===== src/uvs_pkg.sv =====
package uvs_pkg;

  // Stack depth and derived widths
  localparam int unsigned DEPTH = 8;
  localparam int unsigned CNT_W = $clog2(DEPTH + 1);
  localparam int unsigned POS_W = $clog2(DEPTH);
  localparam int unsigned IDX_W = 3;
  localparam int unsigned CMP_W = (CNT_W > IDX_W) ? CNT_W : IDX_W;
  localparam int unsigned DATA_W = 32;

  // Result position when there is none
  localparam logic [3:0] POS_NONE = 4'hF;

  typedef enum logic [1:0] {
    KIND_INSERT = 2'd0,
    KIND_REMOVE = 2'd1,
    KIND_FIND   = 2'd2,
    KIND_READ   = 2'd3
  } uvs_kind_e;

  typedef enum logic [2:0] {
    ST_OK       = 3'd0,
    ST_FULL     = 3'd1,
    ST_DUP      = 3'd2,
    ST_EMPTY    = 3'd3,
    ST_NOTFOUND = 3'd4,
    ST_RANGE    = 3'd5
  } uvs_status_e;

  // Per-cell update controls
  typedef struct packed {
    logic load;   // take the insert value
    logic shift;  // take the upper neighbor's value
  } uvs_cell_ctl_t;

endpackage


===== src/uvs_cell.sv =====
module uvs_cell
  import uvs_pkg::*;
(
  input  logic                      clk_i,
  input  uvs_cell_ctl_t             ctl_i,
  input  logic signed [DATA_W-1:0]  wr_data_i,
  input  logic signed [DATA_W-1:0]  upper_i,
  input  logic signed [DATA_W-1:0]  cmp_i,
  input  logic                      occ_i,
  output logic signed [DATA_W-1:0]  entry_o,
  output logic                      match_o
);

  logic signed [DATA_W-1:0] entry_q, entry_d;

  // Load on insert, shift down on remove, otherwise hold
  always_comb begin
    entry_d = entry_q;
    if (ctl_i.load) begin
      entry_d = wr_data_i;
    end else if (ctl_i.shift) begin
      entry_d = upper_i;
    end
  end

  always_ff @(posedge clk_i) begin
    entry_q <= entry_d;
  end

  // Compare against the search value when occupied
  assign match_o = occ_i && (entry_q == cmp_i);
  assign entry_o = entry_q;

endmodule


===== src/unique_value_stack_with_delete.sv =====
// Bounded stack of signed 32-bit values that never holds a value twice.
//
// Input channel (in_valid_i / in_ready_o): one operation per transaction,
// kind_i selects insert, remove by value, find, or read at index_i.
// Output channel (out_valid_o / out_ready_i): exactly one result per
// operation, carrying status_o, position_o, read_value_o and count_o.
//
// The result is registered at the edge that accepts the operation. The block
// takes one operation per cycle unless the receiver stalls; the row of entry
// cells allows this, as they all compare in parallel and shift down in one step.
//
// When the receiver stalls, the pending result holds in the output register
// and in_ready_o drops until it is taken; in_ready_o is high whenever the
// output register is empty or being emptied in the same cycle.
//
// Reset empties the stack (count zero) and clears the output valid; no
// clearing pass is needed, so operations are taken right after reset.
module unique_value_stack_with_delete
  import uvs_pkg::*;
(
  input  logic                     clk_i,
  input  logic                     rst_ni,
  input  logic                     in_valid_i,
  output logic                     in_ready_o,
  input  logic [1:0]               kind_i,
  input  logic signed [DATA_W-1:0] value_i,
  input  logic [IDX_W-1:0]         index_i,
  output logic                     out_valid_o,
  input  logic                     out_ready_i,
  output logic [2:0]               status_o,
  output logic signed [3:0]        position_o,
  output logic signed [DATA_W-1:0] read_value_o,
  output logic [3:0]               count_o
);

  logic [CNT_W-1:0] count_q, count_d;
  logic             out_valid_q, out_valid_d;
  uvs_status_e      status_q, status_d;
  logic [3:0]       position_q, position_d;
  logic signed [DATA_W-1:0] read_value_q, read_value_d;

  uvs_cell_ctl_t            ctl   [DEPTH];
  logic signed [DATA_W-1:0] entry [DEPTH];
  logic [DEPTH-1:0]         match;
  logic [DEPTH-1:0]         occ;

  logic             accept;
  logic             full;
  logic             empty;
  logic             hit;
  logic [POS_W-1:0] hit_pos;
  logic             do_insert;
  logic             do_remove;
  logic [CMP_W-1:0] idx_ext;
  logic [CMP_W-1:0] cnt_ext;
  logic signed [DATA_W-1:0] sel_value;
  uvs_kind_e        kind;

  assign kind      = uvs_kind_e'(kind_i);
  assign in_ready_o = !out_valid_q || out_ready_i;
  assign accept    = in_valid_i && in_ready_o;
  assign full      = (count_q == CNT_W'(DEPTH));
  assign empty     = (count_q == '0);
  assign idx_ext   = CMP_W'(index_i);
  assign cnt_ext   = CMP_W'(count_q);

  assign do_insert = accept && (kind == KIND_INSERT) && !full && !hit;
  assign do_remove = accept && (kind == KIND_REMOVE) && hit;

  // Row of entry cells
  for (genvar j = 0; j < DEPTH; j++) begin : g_cell
    assign occ[j] = (CNT_W'(j) < count_q);

    always_comb begin
      ctl[j].load  = do_insert && (count_q == CNT_W'(j));
      ctl[j].shift = do_remove && (POS_W'(j) >= hit_pos) && (CNT_W'(j + 1) < count_q);
    end

    if (j == DEPTH - 1) begin : g_top
      uvs_cell u_cell (
        .clk_i     (clk_i),
        .ctl_i     (ctl[j]),
        .wr_data_i (value_i),
        .upper_i   (entry[j]),
        .cmp_i     (value_i),
        .occ_i     (occ[j]),
        .entry_o   (entry[j]),
        .match_o   (match[j])
      );
    end else begin : g_mid
      uvs_cell u_cell (
        .clk_i     (clk_i),
        .ctl_i     (ctl[j]),
        .wr_data_i (value_i),
        .upper_i   (entry[j+1]),
        .cmp_i     (value_i),
        .occ_i     (occ[j]),
        .entry_o   (entry[j]),
        .match_o   (match[j])
      );
    end
  end

  // Encode the matching cell (values are unique, at most one hit)
  always_comb begin
    hit     = 1'b0;
    hit_pos = '0;
    for (int unsigned j = 0; j < DEPTH; j++) begin
      if (match[j]) begin
        hit     = 1'b1;
        hit_pos = POS_W'(j);
      end
    end
  end

  // Select the entry at the read index
  always_comb begin
    sel_value = '0;
    for (int unsigned j = 0; j < DEPTH; j++) begin
      if (CMP_W'(j) == idx_ext) begin
        sel_value = entry[j];
      end
    end
  end

  // Form the result and the next count
  always_comb begin
    status_d     = ST_OK;
    position_d   = POS_NONE;
    read_value_d = '0;
    count_d      = count_q;
    case (kind)
      KIND_INSERT: begin
        if (full) begin
          status_d = ST_FULL;
        end else if (hit) begin
          status_d   = ST_DUP;
          position_d = 4'(hit_pos);
        end else begin
          position_d = 4'(count_q);
          count_d    = count_q + CNT_W'(1);
        end
      end
      KIND_REMOVE: begin
        if (empty) begin
          status_d = ST_EMPTY;
        end else if (!hit) begin
          status_d = ST_NOTFOUND;
        end else begin
          position_d = 4'(hit_pos);
          count_d    = count_q - CNT_W'(1);
        end
      end
      KIND_FIND: begin
        if (hit) begin
          position_d = 4'(hit_pos);
        end else begin
          status_d = ST_NOTFOUND;
        end
      end
      KIND_READ: begin
        if (empty) begin
          status_d = ST_EMPTY;
        end else if (idx_ext >= cnt_ext) begin
          status_d = ST_RANGE;
        end else begin
          read_value_d = sel_value;
          position_d   = 4'(index_i);
        end
      end
      default: begin
        status_d = ST_OK;
      end
    endcase
  end

  // Output valid: set on a new transaction, drop when taken
  always_comb begin
    out_valid_d = out_valid_q;
    if (accept) begin
      out_valid_d = 1'b1;
    end else if (out_ready_i) begin
      out_valid_d = 1'b0;
    end
  end

  always_ff @(posedge clk_i or negedge rst_ni) begin
    if (!rst_ni) begin
      count_q     <= '0;
      out_valid_q <= 1'b0;
    end else begin
      out_valid_q <= out_valid_d;
      if (accept) begin
        count_q <= count_d;
      end
    end
  end

  // Hold the result payload until the next transaction
  always_ff @(posedge clk_i) begin
    if (accept) begin
      status_q     <= status_d;
      position_q   <= position_d;
      read_value_q <= read_value_d;
    end
  end

  assign out_valid_o  = out_valid_q;
  assign status_o     = status_q;
  assign position_o   = position_q;
  assign read_value_o = read_value_q;
  assign count_o      = 4'(count_q);

endmodule


===== config.mk =====
export PLATFORM = sky130hd
export DESIGN_NAME = unique_value_stack_with_delete
export DESIGN_NICKNAME = d
export VERILOG_FILES = /design/src/uvs_pkg.sv /design/src/uvs_cell.sv /design/src/unique_value_stack_with_delete.sv
export SDC_FILE = /design/constraint.sdc
export NUM_CORES = 1
export LEC_CHECK = 0
export ABC_CLOCK_PERIOD_IN_PS = 12400
export BUFFER_PORTS_ARGS = -buffer_cell sky130_fd_sc_hd__clkbuf_2
export CORE_MARGIN = 3
export CORE_UTILIZATION = 45
export CTS_BUF_LIST = sky130_fd_sc_hd__clkbuf_4
export DETAILED_ROUTE_END_ITERATION = 6
export GPL_TIMING_DRIVEN = 0
export HOLD_SLACK_MARGIN = 0.06
export PLACE_DENSITY_LB_ADDON = 0.05
export REMOVE_ABC_BUFFERS = 1
export SYNTH_ARGS = -nofsm -noshare
export SYNTH_HDL_FRONTEND = slang
export SYNTH_SLANG_ARGS = --single-unit

===== constraint.sdc =====
create_clock -name clk_i -period 12.4 [get_ports clk_i]
set_input_delay 2.48 -clock clk_i [delete_from_list [all_inputs] [get_ports clk_i]]
set_output_delay 2.48 -clock clk_i [all_outputs]
set_load 0.02 [all_outputs]

==> impl_metrics.toml <==
[logic_synthesis]
synthTopCellsByArea = "edfxtp_1 49%, mux2_2 13%, xnor2_1 6.4%, xor2_1 6.2%, o22ai_1 3.2%"
synth_edf_count = 295
synth_top_cell_by_area = "edfxtp_1"
synthArstFlopShare_pct = 1.67
syn_avg_cell_area_um2 = 12.9
synth_area_um2 = 17900
ys_seq_elements = 300
postSynthCellCount = 1387
yosysWarnings = 0
synth-main-ff-cell = "edfxtp_1"
yosys.cell_types.count = 55
synth_top_area_share_pct = 49.4
seq_area_frac_synth_pct = 50.1

[setup_path]
cp.arrival_ns = 7.42
worst_ep_required_time_ns = 12.87
critPathSlowestCell = "nand4_4"
critPathKind = "in2reg"
end_kind = "flop"
start_kind = "input port"
max_stage_delay_ns = 0.99
crit_chain = "clkbuf_2, xor2_1, nor4_1, nand3_1, or4_1, and2_1, or3b_1, nor2_8, nand4_4, o21ai_4, buf_12"
critPathMaxFanout = 33

[drt]
ant_nets = 0
post_drt_wl_per_cell_um = 30.2
viasPerCell = 6.11
drt_iter0_markers = 1206
drcViolationCount = 0
vias = 12458
drtPass1Iterations = 7
drt-total-wl_um = 61600

[sta]
timing.hold.ws_ns = 0.554
slew_violations = 0
grt_setup_unrepaired = "false"
fmax_mhz = 144
fin_ws_ns = 5.45
finClkSkew_ns = 0.0363
maxSlewHeadroom_pct = 12.1
period_needed_ns = 6.95
worst_pin_slew_ns = 1.31
hold_viol = 0
finalSetupViolCount = 0
fin_crit_sh_pct = 56.0

[global_routing]
antenna_found_initial = 4
grt_use_total_pct = 28.9
grt_start_max_net_pins = 101
first_global_vias = 12084
grt_pass1_wl_um = 86700
overflow = 0

[clocking]
clock-sinks = 300
hold_buffers = 0
post-cts-setup-buffers = 0
cts_made_buffers = 86
cts_buffer_depth = 3
cts_tree = "yes"
clockRootBuffer = "clkbuf_4"
h-tree-depth = 3
clkTransAtPathRegs_ns = 0.06
insertion_delay_ns = 0.79
cts_resized = 0

[die]
rows = 72
die_area_um2 = 42300
core_area_um2 = 39000
die_w_um = 206
pin_count = 86
initial_core_util_pct = 46.0
die_y_um = 206

[placement]
place_hpwl_um = 41400
gp_congestion = 0.905
place_ws_ns = 4.72
io_buffers = 85
dpl_cell_area_um2 = 18900

[finish]
area_delta_synth_final_pct = 11.9
postLayoutCoreUtil_pct = 51.5
drive_above_1_share_pct = 34.1
nNetsFinal = 1500
seq_area_um2 = 8980
filler_cell_count = 3504
stdcell_area_um2 = 20100
multi_input_area_um2 = 8290

[status]
status = "finished, final reports clean"

[min_path]
hold_path_class = "reg2reg"

[pwr]
p_per_area_nw_per_um2 = 131
finalPower_uw = 2620
ir_drop_mv = 0.0615
p_leak_uw = 0.00695

[job]
maxCapViolations = 0
[placed cells by master (no fill, tap or decap), drive strengths merged, types with 10 or more instances in the layout]
cell type	count
o21ai	10
buf	30
clkinv	17
mux2	256
o22ai	93
edfxtp	295
clkbuf	222
a2111oi	31
nor3	20
nand4	37
a211oi	31
mux2i	34
nor4	32
xnor2	132
nand3	21
xor2	128
nand2	47
nor2	12
[registers in the layout, indices dropped and copies added (netlist names)]
signal	cells
count_o	4
g_cell.g_mid.u_cell.entry_o	224
g_cell.g_top.u_cell.entry_o	32
out_valid_o	1
position_o	4
read_value_o	32
status_o	3
[cells by family after synthesis]
| kind of cell | Yosys count | synth area share, % |
|---|---|---|
| flops | 300 | 50.1 |
| simple gates | 195 | 6.33 |
| fa+ha+maj | 7 | 0.488 |
| xor+xnor | 260 | 12.7 |
| compound gates | 189 | 7.33 |
| buf+inv | 144 | 4.30 |
| mux | 292 | 18.8 |
[routing by layer]
metal  track usage (%)  routed length [um]
met4              12.7                2510
met1              39.7               26400
met3              7.17                5270
met5                 0                  15
met2              43.5               27400
[worst max-delay path, delay by kind of cell]
family / cells / cell delay, ns
AOI/OAI and AO/OA: 1 / 0.79
xor gates and xnor gates: 1 / 0.72
buffers and inverters: 2 / 0.61
and+or+nand+nor: 7 / 2.77
[power by group]
group | switching [uW] | leakage (uW) | internal, uW
Sequential | 44.8 | 0.00274 | 1150
Combinational | 297 | 0.00353 | 155
Clock | 452 | 0.000680 | 519
[metrics by stage]
| step | setup TNS (ns) | cells |
|---|---|---|
| after floorplan | 0 | 1249 |
| after global placement | -29.04 | 1852 |
| after detailed placement | 0 | 1882 |
| after CTS | 0 | 2039 |
| after global routing | 0 | 2040 |
| final | 0 | 2040 |
[cells in the mapped netlist, drive strengths merged, types with 3 or more instances]
cell type / instances
a2111oi: 31
o21ai: 10
nor3: 20
o22ai: 93
or2: 3
nand3: 21
nor2: 12
xnor2: 132
or4: 3
nand4: 37
ha: 7
inv: 6
edfxtp: 295
buf: 92
dfrtp: 5
nand2: 47
xor2: 128
nand2b: 7
mux2i: 34
and2: 4
mux2: 256
a21oi: 5
nor4: 32
a21o: 3
clkbuf: 46
a211oi: 31
[cell type report]
| class | count | area share (%) |
|---|---|---|
| Antenna cell | 1 | 0.0125 |
| Clock buffer | 137 | 5.12 |
| Clock inverter | 20 | 0.505 |
| Inverter | 6 | 0.112 |
| Multi-Input combinational cell | 943 | 41.3 |
| Sequential cell | 300 | 44.7 |
| Tap cell | 518 | 3.23 |
| Timing Repair Buffer | 115 | 5.00 |
[final timing paths]
| kind | start | end | slack [ns] | depth (start not counted) |
|---|---|---|---|---|
| worst min register to register | out_valid_o | out_valid_o | 0.55 | 2 |
| max in group asynchronous | rst_ni | count_o[2] | 10.74 | 1 |
| worst min-delay path | out_valid_o | out_valid_o | 0.55 | 2 |
| worst max register to register | count_o[1] | g_cell[5].g_mid.u_cell.entry_o[11] | 6.60 | 12 |
| min in group asynchronous | rst_ni | count_o[3] | 1.51 | 1 |
| worst max-delay path | value_i[11] | g_cell[5].g_mid.u_cell.entry_o[11] | 5.45 | 11 |
Power figures use the tool's default switching activity.
